### config.mk
export PLATFORM = sky130hd
export DESIGN_NAME = load_record_stream_parser
export DESIGN_NICKNAME = d
export VERILOG_FILES = /design/src/rtl/lrsp_pkg.sv /design/src/rtl/lrsp_core.sv /design/src/rtl/lrsp_out_stage.sv /design/src/rtl/load_record_stream_parser.sv
export SDC_FILE = /design/constraint.sdc
export NUM_CORES = 1
export LEC_CHECK = 0
export BUFFER_PORTS_ARGS = -buffer_cell sky130_fd_sc_hd__buf_2
export CORE_ASPECT_RATIO = 1.25
export CORE_MARGIN = 8
export CORE_UTILIZATION = 58
export DETAILED_ROUTE_END_ITERATION = 10
export HOLD_SLACK_MARGIN = 0.02
export PLACE_DENSITY = 0.81
export SLEW_MARGIN = 20
export SYNTH_ARGS = -nofsm -noshare
export SYNTH_HDL_FRONTEND = slang
export SYNTH_SLANG_ARGS = --single-unit
export TNS_END_PERCENT = 30
### constraint.sdc
create_clock -name i_clk -period 4.8 [get_ports i_clk]
set_clock_uncertainty 0.1 [all_clocks]
set_input_delay 0.48 -clock i_clk [delete_from_list [all_inputs] [get_ports i_clk]]
set_output_delay 0.48 -clock i_clk [all_outputs]
set_load 0.1 [all_outputs]
### src/rtl/lrsp_pkg.sv
// lrsp_pkg: shared types and constants of the load record stream parser
// parse phase and event codes, result record and field widths
// no dependencies
`timescale 1ns / 1ps

package lrsp_pkg;

    localparam int BYTE_W   = 8;
    localparam int WORD_W   = 16;
    localparam int EVENT_W  = 3;
    localparam int STATUS_W = 2;

    // packed result word width, rounded up to whole bytes
    localparam int RES_BITS   = BYTE_W + 5 * WORD_W + STATUS_W;
    localparam int RES_DATA_W = ((RES_BITS + 7) / 8) * 8;

    localparam logic [BYTE_W-1:0] MAGIC_SECTION   = 8'h00;
    localparam logic [BYTE_W-1:0] MAGIC_POSTAMBLE = 8'hFF;
    localparam logic [BYTE_W-1:0] FILL_BYTE       = 8'h00;

    localparam logic [WORD_W-1:0] COUNT_MAX = '1;

    typedef enum logic [11:0] {
        PH_MAGIC_FIRST = 12'b0000_0000_0001,
        PH_LEN_HI      = 12'b0000_0000_0010,
        PH_LEN_LO      = 12'b0000_0000_0100,
        PH_ADDR_HI     = 12'b0000_0000_1000,
        PH_ADDR_LO     = 12'b0000_0001_0000,
        PH_DATA        = 12'b0000_0010_0000,
        PH_MAGIC_NEXT  = 12'b0000_0100_0000,
        PH_FILL_A      = 12'b0000_1000_0000,
        PH_FILL_B      = 12'b0001_0000_0000,
        PH_EXEC_HI     = 12'b0010_0000_0000,
        PH_EXEC_LO     = 12'b0100_0000_0000,
        PH_DONE        = 12'b1000_0000_0000
    } t_phase;

    typedef enum logic [EVENT_W-1:0] {
        EV_HEADER   = 3'd0,
        EV_SECTION  = 3'd1,
        EV_DATA     = 3'd2,
        EV_EXEC     = 3'd3,
        EV_WARN     = 3'd4,
        EV_BADMAGIC = 3'd5,
        EV_AFTEREND = 3'd6,
        EV_IGNORED  = 3'd7
    } t_event;

    localparam logic [STATUS_W-1:0] ST_NOT_LAST   = 2'd0;
    localparam logic [STATUS_W-1:0] ST_COMPLETE   = 2'd1;
    localparam logic [STATUS_W-1:0] ST_INCOMPLETE = 2'd2;

    typedef struct packed {
        t_event              ev;
        logic [BYTE_W-1:0]   data_byte;
        logic [WORD_W-1:0]   data_addr;
        logic [WORD_W-1:0]   section_addr;
        logic [WORD_W-1:0]   section_len;
        logic [WORD_W-1:0]   section_count;
        logic [WORD_W-1:0]   exec_addr;
        logic [STATUS_W-1:0] file_status;
    } t_result;

endpackage

### src/rtl/lrsp_core.sv
// lrsp_core: parse state registers and the per-byte next-state logic
// produces the result record of the byte being transferred
// depends on lrsp_pkg
`timescale 1ns / 1ps

module lrsp_core
    import lrsp_pkg::*;
(
    input  logic              i_clk,
    input  logic              i_rst_n,
    input  logic              i_fire,
    input  logic [BYTE_W-1:0] i_byte,
    input  logic              i_last,
    output t_result           o_res
);

    t_phase            r_phase,    n_phase;
    logic [WORD_W-1:0] r_length,   n_length;
    logic [WORD_W-1:0] r_base,     n_base;
    logic [WORD_W-1:0] r_count,    n_count;
    logic [WORD_W-1:0] r_exec,     n_exec;
    logic [WORD_W-1:0] r_sections, n_sections;
    logic              r_aborted,  n_aborted;

    t_event            ev;
    logic [BYTE_W-1:0] dbyte;
    logic [WORD_W-1:0] daddr;
    logic [WORD_W-1:0] count_inc;

    assign count_inc = r_count + 16'd1;

    always_comb begin
        n_phase    = r_phase;
        n_length   = r_length;
        n_base     = r_base;
        n_count    = r_count;
        n_exec     = r_exec;
        n_sections = r_sections;
        n_aborted  = r_aborted;
        ev         = EV_HEADER;
        dbyte      = '0;
        daddr      = '0;
        if (r_aborted) begin
            ev = EV_IGNORED;
        end else begin
            unique case (r_phase)
                PH_MAGIC_FIRST: begin
                    if (i_byte == MAGIC_SECTION) begin
                        n_phase = PH_LEN_HI;
                    end else begin
                        ev        = EV_BADMAGIC;
                        n_aborted = 1'b1;
                    end
                end
                PH_LEN_HI: begin
                    n_length = {i_byte, {BYTE_W{1'b0}}};
                    n_phase  = PH_LEN_LO;
                end
                PH_LEN_LO: begin
                    n_length = {r_length[WORD_W-1:BYTE_W], i_byte};
                    n_phase  = PH_ADDR_HI;
                end
                PH_ADDR_HI: begin
                    n_base  = {i_byte, {BYTE_W{1'b0}}};
                    n_phase = PH_ADDR_LO;
                end
                PH_ADDR_LO: begin
                    n_base  = {r_base[WORD_W-1:BYTE_W], i_byte};
                    n_count = '0;
                    if (r_sections != COUNT_MAX) begin
                        n_sections = r_sections + 16'd1;
                    end
                    n_phase = (r_length == '0) ? PH_MAGIC_NEXT : PH_DATA;
                    ev      = EV_SECTION;
                end
                PH_DATA: begin
                    ev      = EV_DATA;
                    dbyte   = i_byte;
                    daddr   = r_base + r_count;
                    n_count = count_inc;
                    if (count_inc >= r_length) begin
                        n_phase = PH_MAGIC_NEXT;
                    end
                end
                PH_MAGIC_NEXT: begin
                    if (i_byte == MAGIC_SECTION) begin
                        n_phase = PH_LEN_HI;
                    end else if (i_byte == MAGIC_POSTAMBLE) begin
                        n_phase = PH_FILL_A;
                    end else begin
                        ev        = EV_BADMAGIC;
                        n_aborted = 1'b1;
                    end
                end
                PH_FILL_A: begin
                    if (i_byte != FILL_BYTE) begin
                        ev = EV_WARN;
                    end
                    n_phase = PH_FILL_B;
                end
                PH_FILL_B: begin
                    if (i_byte != FILL_BYTE) begin
                        ev = EV_WARN;
                    end
                    n_phase = PH_EXEC_HI;
                end
                PH_EXEC_HI: begin
                    n_exec  = {i_byte, {BYTE_W{1'b0}}};
                    n_phase = PH_EXEC_LO;
                end
                PH_EXEC_LO: begin
                    n_exec  = {r_exec[WORD_W-1:BYTE_W], i_byte};
                    n_phase = PH_DONE;
                    ev      = EV_EXEC;
                end
                default: begin
                    ev        = EV_AFTEREND;
                    n_aborted = 1'b1;
                end
            endcase
        end
    end

    always_comb begin
        o_res.ev            = ev;
        o_res.data_byte     = dbyte;
        o_res.data_addr     = daddr;
        o_res.section_addr  = n_base;
        o_res.section_len   = n_length;
        o_res.section_count = n_sections;
        o_res.exec_addr     = n_exec;
        if (!i_last) begin
            o_res.file_status = ST_NOT_LAST;
        end else if (n_phase == PH_DONE && !n_aborted) begin
            o_res.file_status = ST_COMPLETE;
        end else begin
            o_res.file_status = ST_INCOMPLETE;
        end
    end

    always_ff @(posedge i_clk) begin
        if (!i_rst_n) begin
            r_phase    <= PH_MAGIC_FIRST;
            r_length   <= '0;
            r_base     <= '0;
            r_count    <= '0;
            r_exec     <= '0;
            r_sections <= '0;
            r_aborted  <= 1'b0;
        end else if (i_fire) begin
            r_phase    <= n_phase;
            r_length   <= n_length;
            r_base     <= n_base;
            r_count    <= n_count;
            r_exec     <= n_exec;
            r_sections <= n_sections;
            r_aborted  <= n_aborted;
        end
    end

`ifndef SYNTHESIS
    a_abort_sticky: assert property (@(posedge i_clk) disable iff (!i_rst_n)
        r_aborted |=> r_aborted)
        else $error("abort flag cleared without reset");

    a_ignored_after_abort: assert property (@(posedge i_clk) disable iff (!i_rst_n)
        (i_fire && r_aborted) |-> (o_res.ev == EV_IGNORED))
        else $error("byte after abort not ignored");

    a_sections_monotonic: assert property (@(posedge i_clk) disable iff (!i_rst_n)
        i_fire |=> (r_sections >= $past(r_sections)))
        else $error("section count went backwards");

    a_data_in_section: assert property (@(posedge i_clk) disable iff (!i_rst_n)
        (i_fire && o_res.ev == EV_DATA) |-> (r_count < r_length))
        else $error("data byte beyond section length");
`endif

endmodule

### src/rtl/lrsp_out_stage.sv
// lrsp_out_stage: result register between the parser and the output stream
// holds one result until the downstream transfer completes
// depends on lrsp_pkg
`timescale 1ns / 1ps

module lrsp_out_stage
    import lrsp_pkg::*;
(
    input  logic    i_clk,
    input  logic    i_rst_n,
    input  logic    i_load,
    input  t_result i_res,
    output logic    o_can_load,
    output logic    o_valid,
    input  logic    i_ready,
    output t_result o_res
);

    logic    r_valid;
    t_result r_res;

    assign o_can_load = !r_valid || i_ready;
    assign o_valid    = r_valid;
    assign o_res      = r_res;

    always_ff @(posedge i_clk) begin
        if (!i_rst_n) begin
            r_valid <= 1'b0;
        end else if (o_can_load) begin
            r_valid <= i_load;
        end
    end

    always_ff @(posedge i_clk) begin
        if (i_load) begin
            r_res <= i_res;
        end
    end

endmodule

### src/rtl/load_record_stream_parser.sv
// load_record_stream_parser: top level, byte stream in, parse results out
// one result per input byte: event code, data byte with address, header state
// depends on lrsp_pkg, lrsp_core, lrsp_out_stage
//
// usage
//   input stream: one file byte per transfer in s_axis_tdata, tlast on the
//   final byte of the file
//   output stream: one result per input byte, event code in m_axis_tuser,
//   data byte, addresses, section count and file status in m_axis_tdata
//   output: result is registered, valid in the cycle after its input transfer
//   throughput: one byte per cycle outside stalls, set by the single result
//   register; a new byte is taken while the previous result is transferred
//   stall: when the receiver holds tready low with a result waiting,
//   s_axis_tready drops in the same cycle and the result stays unchanged
//   reset: synchronous, active low; parser returns to waiting for the first
//   section magic byte, all header registers and counts clear, no result is
//   pending
//   abort: a bad magic byte or a byte after the execution address stops
//   parsing until reset; later bytes still get a result each
`timescale 1ns / 1ps

module load_record_stream_parser
    import lrsp_pkg::*;
(
    input  logic                  i_clk,
    input  logic                  i_rst_n,
    input  logic                  s_axis_tvalid,
    output logic                  s_axis_tready,
    input  logic [BYTE_W-1:0]     s_axis_tdata,   // byte_in
    input  logic                  s_axis_tlast,   // end_of_input
    output logic                  m_axis_tvalid,
    input  logic                  m_axis_tready,
    // data_byte, data_addr, section_addr, section_len, section_count,
    // exec_addr, file_status, zero fill
    output logic [RES_DATA_W-1:0] m_axis_tdata,
    output logic [EVENT_W-1:0]    m_axis_tuser    // event_res
);

    logic    fire;
    logic    can_load;
    t_result step_res;
    t_result out_res;

    assign s_axis_tready = can_load;
    assign fire          = s_axis_tvalid && can_load;

    lrsp_core u_core (
        .i_clk   (i_clk),
        .i_rst_n (i_rst_n),
        .i_fire  (fire),
        .i_byte  (s_axis_tdata),
        .i_last  (s_axis_tlast),
        .o_res   (step_res)
    );

    lrsp_out_stage u_out (
        .i_clk      (i_clk),
        .i_rst_n    (i_rst_n),
        .i_load     (fire),
        .i_res      (step_res),
        .o_can_load (can_load),
        .o_valid    (m_axis_tvalid),
        .i_ready    (m_axis_tready),
        .o_res      (out_res)
    );

    assign m_axis_tuser = out_res.ev;
    assign m_axis_tdata = {{(RES_DATA_W - RES_BITS){1'b0}},
                           out_res.file_status,
                           out_res.exec_addr,
                           out_res.section_count,
                           out_res.section_len,
                           out_res.section_addr,
                           out_res.data_addr,
                           out_res.data_byte};

endmodule
==> impl.org, run 1 <==
** Timing
- Setup total negative slack on the finished layout was measured at 0 ns.
- Setup repair after global routing missed its margin :: false
- Based on the critical path, the design can be clocked at up to 253 MHz.
- The max-slew violation count is 0.
- Headroom to the max-slew limit came out at 28.6%.
- The number of endpoints with negative hold slack in the final report came to 0.
- In the finished design, the share of the clock period the worst path needs comes to 82.3%.
- After layout, the minimum clock period comes to 3.95 ns.
- Setup violations remaining at the end of the flow were counted as 0.
- Slew of the pin with the lowest slew margin :: 1.06 ns

** Floorplan
- For this design the top-level I/O count stands at 114.
- In this run the standard cell core region covers 15500 µm².
- Cell row count :: 51
- The floorplan step set the die height to 156 µm.
- Die Width :: 128 µm
- Die Area :: 20000 µm²
- Initial cell density of the core :: 58.8%

** Placement
- Including well taps, the total number of placed cells is 1220.
- In this run the tool buffered the top-level ports with 107 buffer cells.
- Routability-driven placement finished with a final weighted congestion of 0.935.
- Half-perimeter wire length of the detailed placement result :: 15300 µm

** Power
- The worst-case IR drop observed on VDD is 250 µV.
- Power per standard cell area :: 337 nW/µm²
- Leak pwr :: 0.00400 µW

** Global route
- Global route overflow :: 0
- In the global route stage, overall resource usage came out at 21.9%.
- Global-route wire length before repair :: 34500 µm
- The via count of the first global-routing pass was 6774.
- Initial antenna violation count :: 0
- Pin count of the biggest net entering global routing :: 86

** Synth
- Number of distinct library cell variants in the gate-level netlist after synthesis :: 69
- After synthesis the netlist holds a flip-flop and latch count of 187.
- After synthesis, the largest area contributor takes up 30.6% of total cell area.
- In the synthesized netlist the async set-or-reset flop fraction comes to 0%.
- The synthesized netlist occupies a cell area of 9120 µm².
- Summed over all instances, the cell type with the most area after synthesis is sky130_fd_sc_hd__edfxtp_1.
- Adder-cell share of the synthesized area :: 4.75%
- Number of enable flip-flop cells after synthesis :: 93
- Each instance of the synthesized netlist takes up on average 9.75 µm².
- Parity-gate share of the synthesized area counting xor and xnor cells :: 4.22%
- Yosys printed 0 warnings.
- Area fraction in and, or, nand and nor cells after synthesis :: 19.7%
- By area, the combinational part of the netlist is dominated by simple AND/OR/NAND/NOR gates.
- Most used flip-flop cell after synthesis :: sky130_fd_sc_hd__dfxtp_1
- Share of synthesized area occupied by flip-flops and latches :: 51.2%
- The synthesized netlist devotes 14.2% of its cell area to compound gates.
- Syn Inst Count :: 936
- Cell types with the largest area share after synthesis :: sky130_fd_sc_hd__edfxtp_1 31%, sky130_fd_sc_hd__dfxtp_1 21%, sky130_fd_sc_hd__nor2_1 5.2%
- Measured against the total synthesized area, the mux share comes to 2.43%.

** Clock network
- Maximum level of the CTS H-tree :: 4
- Clk sink count :: 187
- Hold Buf Count CTS :: 0
- After clock tree synthesis, the clock-pin slew on the worst setup and hold paths is 0.08 ns.
- Skew-Pair Late Insertion Delay :: 0.44 ns
- CTS Buf Count :: 17
- The number of setup buffers added after CTS is 0.
- Clock tree synthesis selected as its root buffer the cell sky130_fd_sc_hd__clkbuf_16.
- CTS tree :: done
- Max Buffers Root-to-Sink :: 2
- Number of resized instances in the post-cts repair step :: 0

** Detailed routing
- 1st-pass router iterations :: 6
- Wires add up to 21800 µm.
- Average via count per standard cell :: 5.82
- For this run, design rule violations remaining after detail routing come to 0.
- Per-cell routed wire length :: 17.4 µm
- Remaining antenna violation count after routing :: 0
- Count of vias placed by the detailed router :: 7284
- After the first detailed-routing iteration, the DRC count stood at 603.

** Outcome
- The flow ran to the end, and the final reports show no timing, DRC or antenna violations.

** Worst hold path
- The path class of the tightest hold or removal check is in2reg.

** Worst setup path
- Data arrives at the worst endpoint at 4.18 ns.
- Highest net fanout along the worst path :: 7
- The worst setup path is captured at a flip-flop.
- The worst setup path is launched from a flip-flop.
- At the worst endpoint, the required time is 5.03 ns.
- The critical path is of the reg2reg type.

** Final layout
- The area growth from synthesis to layout is 13.6%.
- Once layout is complete, the cells apart from fillers number 1252.
- In the layout the commonest cells are 126 x sky130_fd_sc_hd__nor2_1, 107 x sky130_fd_sc_hd__buf_2, 94 x sky130_fd_sc_hd__dfxtp_1.
- 0 antenna diodes ended up in the layout.
- The post-route netlist has 17.7% of its cells at a drive strength greater than 1.
- Leaving out fill and tap cells, the most frequent cell in the layout is sky130_fd_sc_hd__nor2_1.
- After the last flow step, the layout net total stands at 1074.

** Flow run
- Max-cap viol count :: 0
==> cell type report <==
class / count / area (µm²)
Clock inverter: 15 / 149
Timing Repair Buffer: 112 / 573
Multi-Input combinational cell: 679 / 4160
Fill cell: 1232 / 5140
Tap cell: 212 / 265
Sequential cell: 187 / 4670
Inverter: 30 / 116
Clock buffer: 17 / 425
==> flip-flops by register name, summed over array words and instances, names as in the netlist <==
signal,flops
u_out.o_res,93
u_core.r_phase,12
u_core.r_base,16
u_core.r_sections,16
u_out.o_valid,1
u_core.r_count,16
u_core.r_exec,16
u_core.r_length,16
u_core.r_aborted,1
==> metrics by stage <==
step                total power [µW]  hold WS [ns]  worst slack (ns)  instance area, µm²  util [%]
floorplan                       2100         0.346             0.942                9140         -
global placement                2170         0.359              1.05                9790      63.1
detailed placement              2170         0.371             0.937                9790      63.1
CTS                             3510         0.175             0.906               10400      66.8
global route                    3590         0.179             0.582               10400      66.8
finish                          3490         0.181             0.850               10400      66.8
==> path summary, 6_finish.rpt <==
check,start,end,slack [ns],cells past startpoint
setup / recovery,u_core.r_count[0]$_SDFFE_PN0P_,u_core.r_phase[8]$_SDFFE_PN0P_,0.85,14
hold / removal,s_axis_tvalid,u_out.o_valid$_SDFFE_PN0N_,0.18,3
setup reg to reg,u_core.r_count[0]$_SDFFE_PN0P_,u_core.r_phase[8]$_SDFFE_PN0P_,0.85,14
hold reg to reg,u_core.r_base[11]$_SDFFE_PN0P_,u_core.r_base[11]$_SDFFE_PN0P_,0.38,2
==> cell families (layout without fill, tap and decap cells) <==
kind of cell | Yosys count | in the layout
xor gates and xnor gates | 44 | 44
DFF | 187 | 187
muxes | 20 | 20
adders and majority gates | 34 | 34
AOI/OAI and AO/OA | 207 | 207
buffers and inverters | 75 | 174
and+or+nand+nor | 368 | 368
other | 1 | 6
==> cells in the mapped netlist (all sizes together), types with 3 or more instances <==
cell type    n
or2          7
buf         11
or3         11
and3         9
nor2       131
a21boi       3
a21oi       55
nand2       83
a211oi       3
o2bb2ai      3
o21a         7
edfxtp      93
and4         3
ha          33
nor2b       14
clkbuf      34
nor4        10
inv         30
nand2b      19
nand4       14
xor2        24
xnor2       20
a31oi        4
mux2        17
nor3b        3
nor3        31
a21o        13
nand3b       4
nand3       18
a22oi       36
or3b         4
dfxtp       94
o211ai       3
a22o         3
mux2i        3
o21ai       64
and2         4
==> critical path, stage by stage, from the launching register on <==
cell	delay [ns]
sky130_fd_sc_hd__dfxtp_1	0.47
sky130_fd_sc_hd__ha_1	0.28
sky130_fd_sc_hd__nand3_1	0.18
sky130_fd_sc_hd__nor2_1	0.33
sky130_fd_sc_hd__nand3_1	0.26
sky130_fd_sc_hd__or2_2	0.39
sky130_fd_sc_hd__xnor2_1	0.14
sky130_fd_sc_hd__ha_1	0.30
sky130_fd_sc_hd__and4_1	0.22
sky130_fd_sc_hd__o211ai_1	0.09
sky130_fd_sc_hd__o211ai_1	0.10
sky130_fd_sc_hd__a41oi_1	0.10
sky130_fd_sc_hd__a211oi_2	0.45
sky130_fd_sc_hd__a21oi_4	0.15
sky130_fd_sc_hd__a22o_1	0.29
==> report_power, final <==
part           switching [µW]  total (µW)  internal, µW
Clock                     660        1350           690
Combinational             382         422          39.9
Sequential               8.81        1720          1710
Total                    1050        3490          2440
==> metal layers <==
metal  global-route usage (%)  vias up  wire [µm]
met2                     37.4      268      10800
met1                     26.1     3434       8790
met4                     9.14        0        725
met3                     4.94       55       1520
li1                         -     3527          -
met5                        0        -          0
Note: power is estimated with default switching activity, not from simulation.
==> inputs of run 2 (changes only) <==
--- a/config.mk
+++ b/config.mk
@@ -5,13 +5,14 @@
 export SDC_FILE = /design/constraint.sdc
 export NUM_CORES = 1
 export LEC_CHECK = 0
+export ABC_AREA = 1
 export BUFFER_PORTS_ARGS = -buffer_cell sky130_fd_sc_hd__buf_2
 export CORE_ASPECT_RATIO = 1.25
 export CORE_MARGIN = 8
-export CORE_UTILIZATION = 58
+export CORE_UTILIZATION = 59
 export DETAILED_ROUTE_END_ITERATION = 10
 export HOLD_SLACK_MARGIN = 0.02
-export PLACE_DENSITY = 0.81
+export PLACE_DENSITY = 0.82
 export SLEW_MARGIN = 20
 export SYNTH_ARGS = -nofsm -noshare
 export SYNTH_HDL_FRONTEND = slang
==> constraint.sdc (replaced) <==
create_clock -name i_clk -period 3.8 [get_ports i_clk]
set_clock_uncertainty 0.1 [all_clocks]
set_input_delay 0.38 -clock i_clk [delete_from_list [all_inputs] [get_ports i_clk]]
set_output_delay 0.38 -clock i_clk [all_outputs]
set_load 0.1 [all_outputs]
==> run 2 against run 1 <==
Non-clock buffer count rose by 2. Utilization grew 1.9 points. Wire length grew 4.0%. Count of clock-buffer cells in the layout is 5 higher. Die area up 0.97%. Synthesized area increased by 2.8%. Hold slack worse by 0.089 ns. Final cell count increased by 14%. Maximum frequency rose by 18%. Critical path type unchanged.
==> impl.org, run 2 <==
** Worst setup path
- The most critical setup path has its endpoint at u_core.r_phase[2]$_SDFFE_PN0P_.
- Signal arrival time at the worst endpoint :: 3.53 ns
- Measured in cells, the most critical reg-to-reg path has a length of 22.
- Critical path class :: reg2reg
- Tracing the worst setup path back leads to its startpoint at u_core.r_count[0]$_SDFFE_PN0P_.
- In this run the critical register-to-register path is captured at u_core.r_phase[2]$_SDFFE_PN0P_.
- In this run the critical register-to-register path is launched from u_core.r_count[0]$_SDFFE_PN0P_.
- Minimum setup slack among reg-to-reg paths :: 0.46 ns
- Element type at the critical path end :: flip-flop
- Critical path launch point type :: flip-flop
- Required time reported for the critical path endpoint :: 3.98 ns
- In this run the worst path has a maximum fanout of 6.

** Synth
- Yosys top cell area share :: 29.8%
- Cell types with the largest area share after synthesis :: sky130_fd_sc_hd__edfxtp_1 30%, sky130_fd_sc_hd__dfxtp_1 20%, sky130_fd_sc_hd__inv_1 7.6%
- The synthesized netlist occupies a cell area of 9380 µm².
- After synthesis, the share of flip-flops with an asynchronous set or reset is 0%.
- Mean instance size in the synthesized netlist :: 8.51 µm²
- The number of different library cells used by synthesis comes to 51.
- The biggest area contributor in the post-synthesis netlist is sky130_fd_sc_hd__edfxtp_1.
- The most used flip-flop cell after synthesis is sky130_fd_sc_hd__dfxtp_1.
- By instance count, the leading cell after synthesis is sky130_fd_sc_hd__inv_1.
- Syn Inst Count :: 1102
- Yosys printed 0 warnings.
- Share of synthesized area occupied by flip-flops and latches :: 49.8%
- Number of enable flip-flop cells after synthesis :: 93
- Top cell types by occurrence after synthesis :: 190 x sky130_fd_sc_hd__inv_1, 156 x sky130_fd_sc_hd__nand2_1, 119 x sky130_fd_sc_hd__a21oi_1
- #FFs+latches synth :: 187

** Power
- Share of power burned in combinational logic :: 21.0%
- Internal Dissipation :: 3510 µW
- VDD sags by at most 343 µV.
- In this run the power spent charging and discharging nets is 1750 µW.
- Sw Share :: 33.2%
- Leak pwr :: 0.00496 µW
- The clock network is responsible for 35.0% of the overall power.
- For this design the ratio of total power to cell area is 492 nW/µm².
- Proportion of power drawn by flip-flops and latches :: 44.0%

** Floorplan
- In this run the vertical extent of the chip is 157 µm.
- Die Width :: 129 µm
- Number of I/O pins :: 114
- Cell row count :: 51
- Floorplan Core Area :: 15600 µm²
- Once the floorplan was initialized, standard cells occupied 60.3% of the core.
- Die Area :: 20200 µm²

** Clock network
- Clock-pin slew was measured on the worst setup and hold paths at 0.07 ns.
- The tree is rooted in a sky130_fd_sc_hd__clkbuf_16.
- Counting along the longest clock path gives a buffer depth of 2.
- The clock drives 187 sinks.
- Clock tree synthesis inserted a total of 17 buffers.
- In this run the post-CTS setup repair buffer count came out at 0.
- Hold Buf Count CTS :: 0
- TritonCTS built the clock tree.
- Once the clock tree was built, the resizer swapped 0 gates to a different size.
- The clock tree synthesis step divided the H-tree into 4 levels.
- At the later pin of the worst-skew pair, clock insertion delay measures 0.44 ns.

** Placement
- Count of port buffers added during placement :: 107
- Final weighted congestion in routability-driven placement :: 0.918
- Place WS :: 0.567 ns
- Half-perimeter wire length of the detailed placement result :: 15700 µm
- Post-placement cell area :: 10100 µm²

** Timing
- The worst path uses 87.9% of the clock period.
- Max transition margin :: 43.0%
- For the pin with the worst max-slew slack, the measured transition is 0.854 ns.
- Total count of max-transition violations in the final report :: 0
- Counting I/O delays and the setup requirement, the final critical path takes 3.34 ns.
- Setup repair after global routing missed its margin :: false
- Hold_ws :: 0.0926 ns
- Upper clock frequency limit :: 299 MHz
- For the final routed database, the setup TNS stands at 0 ns.
- Once routing completed, OpenROAD measured the worst setup slack at 0.459 ns.
- Final setup fails :: 0
- Number of hold violations in the final report :: 0

** Final layout
- The repair_antennas step left the layout with diodes totalling 0.
- Post-layout nets :: 1248
- From synthesis to final layout, the design area changed by 14.1%.
- Leaving out fill and tap cells, the most frequent cell in the layout is sky130_fd_sc_hd__inv_1.
- The post-route netlist has 16.3% of its cells at a drive strength greater than 1.
- The library cells used most frequently in the layout, excluding fill and tap cells, are 190 x sky130_fd_sc_hd__inv_1, 156 x sky130_fd_sc_hd__nand2_1, 119 x sky130_fd_sc_hd__a21oi_1.
- Fill cells in the final layout number 1259.
- Once layout is done, the placed cells without fillers occupy 10700 µm².
- Flip-flop count of the largest register, all copies and words added :: 93

** Global route
- The initial antenna violation count is 0.
- Across every metal layer, demand over resource in global routing totals 23.0%.
- Global-route wire length before repair :: 36800 µm
- Pin count of the biggest net entering global routing :: 118
- Number of global-route vias before repair :: 7497
- Global route overflow :: 0

** Flow run
- The tool flagged a number of max-cap violations equal to 0.

** Detailed routing
- After the first detailed-routing iteration, the DRC count stood at 724.
- After detailed routing, the average wire length per cell comes to 15.9 µm.
- Across all layers, the routed design uses 7818 vias.
- Average via count per standard cell :: 5.48
- For this run, design rule violations remaining after detail routing come to 0.
- Summed over all layers, the routed wires come to 22700 µm.
- Remaining antenna violation count after routing :: 0
- The first detailed-routing pass ran for 5 iterations.

** Outcome
- Status :: completed

** Worst hold path
- The path class of the tightest hold or removal check is in2reg.
==> run 2: power by group through the flow <==
| stage | logic [µW] | registers [µW] | clock network, µW |
|---|---|---|---|
| 2_1_floorplan | 386 | 2870 | 0 |
| 3_3_place_gp | 1080 | 2360 | 0 |
| 3_5_place_dp | 1100 | 2360 | 0 |
| 4_1_cts | 1100 | 2320 | 1850 |
| 5_1_grt | 1170 | 2330 | 1930 |
| 6_report | 1100 | 2320 | 1840 |
==> run 2: cell families after synthesis <==
| kind of cell | Yosys count | synth area share, % |
|---|---|---|
| XOR/XNOR | 25 | 2.33 |
| AO/OA/AOI/OAI | 275 | 16.0 |
| flip-flops | 187 | 49.8 |
| buffers and inverters | 239 | 10.1 |
| AND/OR/NAND/NOR | 341 | 17.1 |
| adder cells (fa/ha/maj) | 34 | 4.61 |
| other | 1 | 0.0400 |
==> run 2: worst min-delay path by stage <==
stage / from / to / slack [ns] / depth (start not counted)
global placement: u_core.r_phase[0]$_SDFFE_PN1P_ / u_core.r_phase[0]$_SDFFE_PN1P_ / 0.36 / 2
floorplan: u_core.r_phase[0]$_SDFFE_PN1P_ / u_core.r_phase[0]$_SDFFE_PN1P_ / 0.34 / 2
CTS: i_rst_n / u_core.r_phase[0]$_SDFFE_PN1P_ / 0.08 / 2
finish: i_rst_n / u_core.r_phase[0]$_SDFFE_PN1P_ / 0.09 / 2
global route: i_rst_n / u_core.r_phase[0]$_SDFFE_PN1P_ / 0.09 / 2
detailed placement: u_core.r_phase[0]$_SDFFE_PN1P_ / u_core.r_phase[0]$_SDFFE_PN1P_ / 0.36 / 2
==> run 2: layout make-up <==
| type | count | area [µm²] | area share (%) |
|---|---|---|---|
| inverters | 200 | 756 | 7.06 |
| multi-input cells | 681 | 3790 | 35.4 |
| clock inverters | 10 | 125 | 1.17 |
| repair buffers | 114 | 601 | 5.61 |
| flip-flops and latches | 187 | 4670 | 43.7 |
| clock buffers | 22 | 494 | 4.62 |
| well taps | 212 | 265 | 2.48 |
==> run 2: layer usage <==
metal	global-route usage, %	up-vias	routed length [µm]
li1	-	3860	-
met1	25.8	3613	8880
met2	39.8	294	11500
met3	5.04	51	1480
met4	12.1	0	844
met5	0	-	0
==> run 2: per-stage QoR <==
stage,total power (µW),utilization (%),cells
after floorplan,3250,-,1107
after global placement,3440,64.8,1394
after detailed placement,3460,64.8,1394
after CTS,5270,68.7,1426
after global routing,5430,68.7,1426
final,5260,68.7,1426
==> run 2: critical path, stage by stage (launching register included) <==
cell and delay, ns:
sky130_fd_sc_hd__dfxtp_1 0.44, sky130_fd_sc_hd__nand2_1 0.09, sky130_fd_sc_hd__nor2_1 0.23, sky130_fd_sc_hd__nand2_1 0.16
sky130_fd_sc_hd__nor2_2 0.14, sky130_fd_sc_hd__nand2_1 0.10, sky130_fd_sc_hd__nor2_1 0.16, sky130_fd_sc_hd__nand3_1 0.12
sky130_fd_sc_hd__nand2_1 0.08, sky130_fd_sc_hd__inv_1 0.05, sky130_fd_sc_hd__or2_1 0.20, sky130_fd_sc_hd__ha_1 0.30
sky130_fd_sc_hd__nand2_1 0.07, sky130_fd_sc_hd__inv_1 0.05, sky130_fd_sc_hd__nand3_1 0.08, sky130_fd_sc_hd__nor3_1 0.16
sky130_fd_sc_hd__nand2_1 0.07, sky130_fd_sc_hd__nand2_1 0.09, sky130_fd_sc_hd__nor2_1 0.08, sky130_fd_sc_hd__nor2_1 0.15
sky130_fd_sc_hd__nand2_2 0.11, sky130_fd_sc_hd__nand2_1 0.10, sky130_fd_sc_hd__a21oi_1 0.06
==> inputs of run 3 (changes only) <==
==> constraint.sdc (replaced) <==
create_clock -name i_clk -period 3.8 [get_ports i_clk]
set_clock_uncertainty 0.1 [all_clocks]
set_input_delay 0.76 -clock i_clk [delete_from_list [all_inputs] [get_ports i_clk]]
set_output_delay 0.76 -clock i_clk [all_outputs]
set_load 0.1 [all_outputs]
==> run 3 against run 2 <==
Register-to-register slack better by 0.08 ns. Utilization is 0.61 points lower. Design area is 0.89% lower. Sequential power barely moved. Via count is 0.31% lower. Combinational power about the same. Critical endpoint unchanged.
==> impl.org, run 3 (synthesized netlist as in run 2, its figures left out) <==
** Final layout
- Proportion of layout cells with a drive suffix above 1 :: 15.8%
- Commonest non-fill, non-tap cell in the layout :: sky130_fd_sc_hd__inv_1
- The repair_antennas step left the layout with diodes totalling 0.
- The register with the most flip-flops in the layout has 93 of them.
- Fill cells in the final layout number 1280.
- After the last flow step, the layout net total stands at 1247.
- Compared with the post-synthesis result, the final layout area differs by 13.1%.
- Commonest cells after routing, fill and taps aside :: 190 x sky130_fd_sc_hd__inv_1, 156 x sky130_fd_sc_hd__nand2_1, 119 x sky130_fd_sc_hd__a21oi_1

** Clock network
- Root Driver :: sky130_fd_sc_hd__clkbuf_16
- Buffers inserted to repair hold after CTS numbered 0.
- Number of resized instances in the post-cts repair step :: 0
- Clk sink count :: 187
- The H-tree was split into 4 levels.
- CTS tree :: done
- In this run the deepest clock path goes through 2 buffers.
- TritonCTS created 17 clock buffers.
- Buffers added to address setup during post-CTS repair amount to 0.
- Skew-Pair Late Insertion Delay :: 0.44 ns
- Register clock-pin slew on the reported worst setup and hold paths :: 0.06 ns

** Global route
- The via count of the first global-routing pass was 7421.
- The first global-routing pass estimated 36000 µm of wire.
- For this run, global-route usage on met1 was measured as 24.6%.
- The initial antenna violation count was 0.
- Pin count of the biggest net entering global routing :: 118
- Met3 demand-to-capacity share in global routing :: 5.28%
- For this run the aggregate overflow at the end of global routing stands at 0.
- Global routing consumed, over all layers together, 22.5% of the routing resources.
- met2 is the most crowded layer.
- Global routing used 40.3% of the available met2 tracks.

** Detailed routing
- Average via count per standard cell :: 5.47
- Wires add up to 22300 µm.
- Once detail routing completed, the nets flagged for antenna violations numbered 0.
- The final route contains 7794 vias.
- For this run, design rule violations remaining after detail routing come to 0.
- Dividing the detail-routed wire length by the instance count gives 15.7 µm.
- Number of violations reported at the end of detailed-routing iteration 0 :: 647
- Before antenna repair, the detailed router went through 5 iterations.

** Worst setup path
- Of all nets on the critical path, the largest fanout is 6.
- Bufs and invs on worst path :: 3
- Walking the worst path, the cells encountered are nand2_1 -> nor2_1 -> nand2_1 -> nor2_2 -> nand2_1 -> nor2_1 -> nand3_1 -> nand2_1 -> inv_1 -> or2_1 -> ha_1 -> nand2_1 -> inv_1 -> nand3_1 -> inv_1 -> a21oi_1 -> nand2_1 -> nor2_1 -> nor2_1 -> nand2_2 -> nand2_1 -> a21oi_1.
- Critical path class :: reg2reg
- Required time reported for the critical path endpoint :: 4.06 ns
- Number of gates on the worst path with buffers counted :: 22
- Critical path launch point type :: flip-flop
- For this design, the slowest cell found on the critical path is sky130_fd_sc_hd__dfxtp_1.
- Most used cell along the critical path :: sky130_fd_sc_hd__nand2_1
- Signal arrival time at the worst endpoint :: 3.52 ns
- The worst setup path is captured at a flip-flop.
- In this design, the stage delay of the slowest critical-path cell is 0.43 ns.
- Grouping stages by cell kind, the critical path spends the most delay in simple AND/OR/NAND/NOR gates.
- Worst-case reg-to-reg path depth :: 22

** Placement
- At the end of routability-driven placement, the weighted congestion stood at 0.941.
- Detailed placement finished with a half-perimeter wire length of 15700 µm.
- Place WS :: 0.584 ns
- In this run the tool buffered the top-level ports with 107 buffer cells.

** Timing
- Total count of max-transition violations in the final report :: 0
- Headroom to the max-slew limit came out at 58.0%.
- Setup repair after global routing missed its margin :: false
- The number of endpoints with negative hold slack in the final report was 0.
- Post-layout min period :: 3.26 ns
- Upper clock frequency limit :: 307 MHz
- Final critical-path setup slack :: 0.539 ns
- For the pin with the worst max-slew slack, the measured transition is 0.628 ns.
- Final setup fails :: 0
- Fin crit share :: 85.8%
- In the final timing run, aggregate negative setup slack is 0 ns.

** Power
- Internal Dissipation :: 3290 µW
- Peak supply drop :: 302 µV
- Clock network power share :: 31.7%
- Combinational logic is responsible for 22.0% of the overall power.
- Net Sw Power :: 1710 µW
- Power per standard cell area :: 472 nW/µm²
- Leak pwr :: 0.00490 µW
- Sw Share :: 34.2%
- In this run, flip-flops and latches consume 46.3% of the power.

** Worst hold path
- In this run the worst hold path is classified as reg2reg.
- WHS Path Cells :: 2

** Floorplan
- Measured along the x axis, the die boundary spans 129 µm.
- In this run the vertical extent of the chip is 157 µm.
- The floorplan step defined a die boundary enclosing 20200 µm².
- For this configuration, the core starts out at a cell density of 60.3%.
- The core region is 15600 µm².
- Cell row count :: 51
- Pin placement for this block handled 114 I/O pins.

** Outcome
- The run finished with clean final reports.

** Flow run
- Max-cap viol count :: 0
## run 3: metal layers
layer	vias to the layer above	routed length (µm)
met4	0	760
met5	-	0
li1	3848	-
met2	279	11500
met3	55	1500
met1	3612	8530
## run 3: path summary, 6_finish.rpt
kind | start | end | slack [ns]
setup / recovery | u_core.r_count[0]$_SDFFE_PN0P_ | u_core.r_phase[2]$_SDFFE_PN0P_ | 0.54
hold / removal | u_core.r_phase[0]$_SDFFE_PN1P_ | u_core.r_phase[0]$_SDFFE_PN1P_ | 0.38
setup reg to reg | u_core.r_count[0]$_SDFFE_PN0P_ | u_core.r_phase[2]$_SDFFE_PN0P_ | 0.54
hold reg to reg | u_core.r_phase[0]$_SDFFE_PN1P_ | u_core.r_phase[0]$_SDFFE_PN1P_ | 0.38
## run 3: layout make-up
class                   instances  area [µm²]  share of cell area, %
inverters                     200         756                   7.12
clock buffers                  20         447                   4.21
well taps                     212         265                   2.50
multi-input cells             681        3790                   35.7
clock inverters                11        72.6                  0.684
repair buffers                113         606                   5.71
flip-flops and latches        187        4670                   44.1
## run 3: tightest hold or removal path: stages (launching register included)
cell and delay, ns:
sky130_fd_sc_hd__dfxtp_1 0.33, sky130_fd_sc_hd__nand2_1 0.07, sky130_fd_sc_hd__nand2_1 0.04
## run 3: power groups by stage
stage | registers, µW | clock network (µW) | logic, µW
final | 2320 | 1590 | 1100
after floorplan | 2870 | 0 | 386
after CTS | 2320 | 1610 | 1100
after global routing | 2330 | 1700 | 1170
after global placement | 2360 | 0 | 1080
after detailed placement | 2360 | 0 | 1100
## run 3: stage by stage
stage	hold slack (ns)	total power [µW]	std cells	area, µm²	utilization, %
floorplan	0.339	3250	1107	9400	-
global placement	0.360	3440	1393	10100	64.8
detailed placement	0.365	3450	1393	10100	64.8
CTS	0.378	5030	1424	10600	68.1
global route	0.406	5190	1424	10600	68.1
finish	0.383	5010	1424	10600	68.1
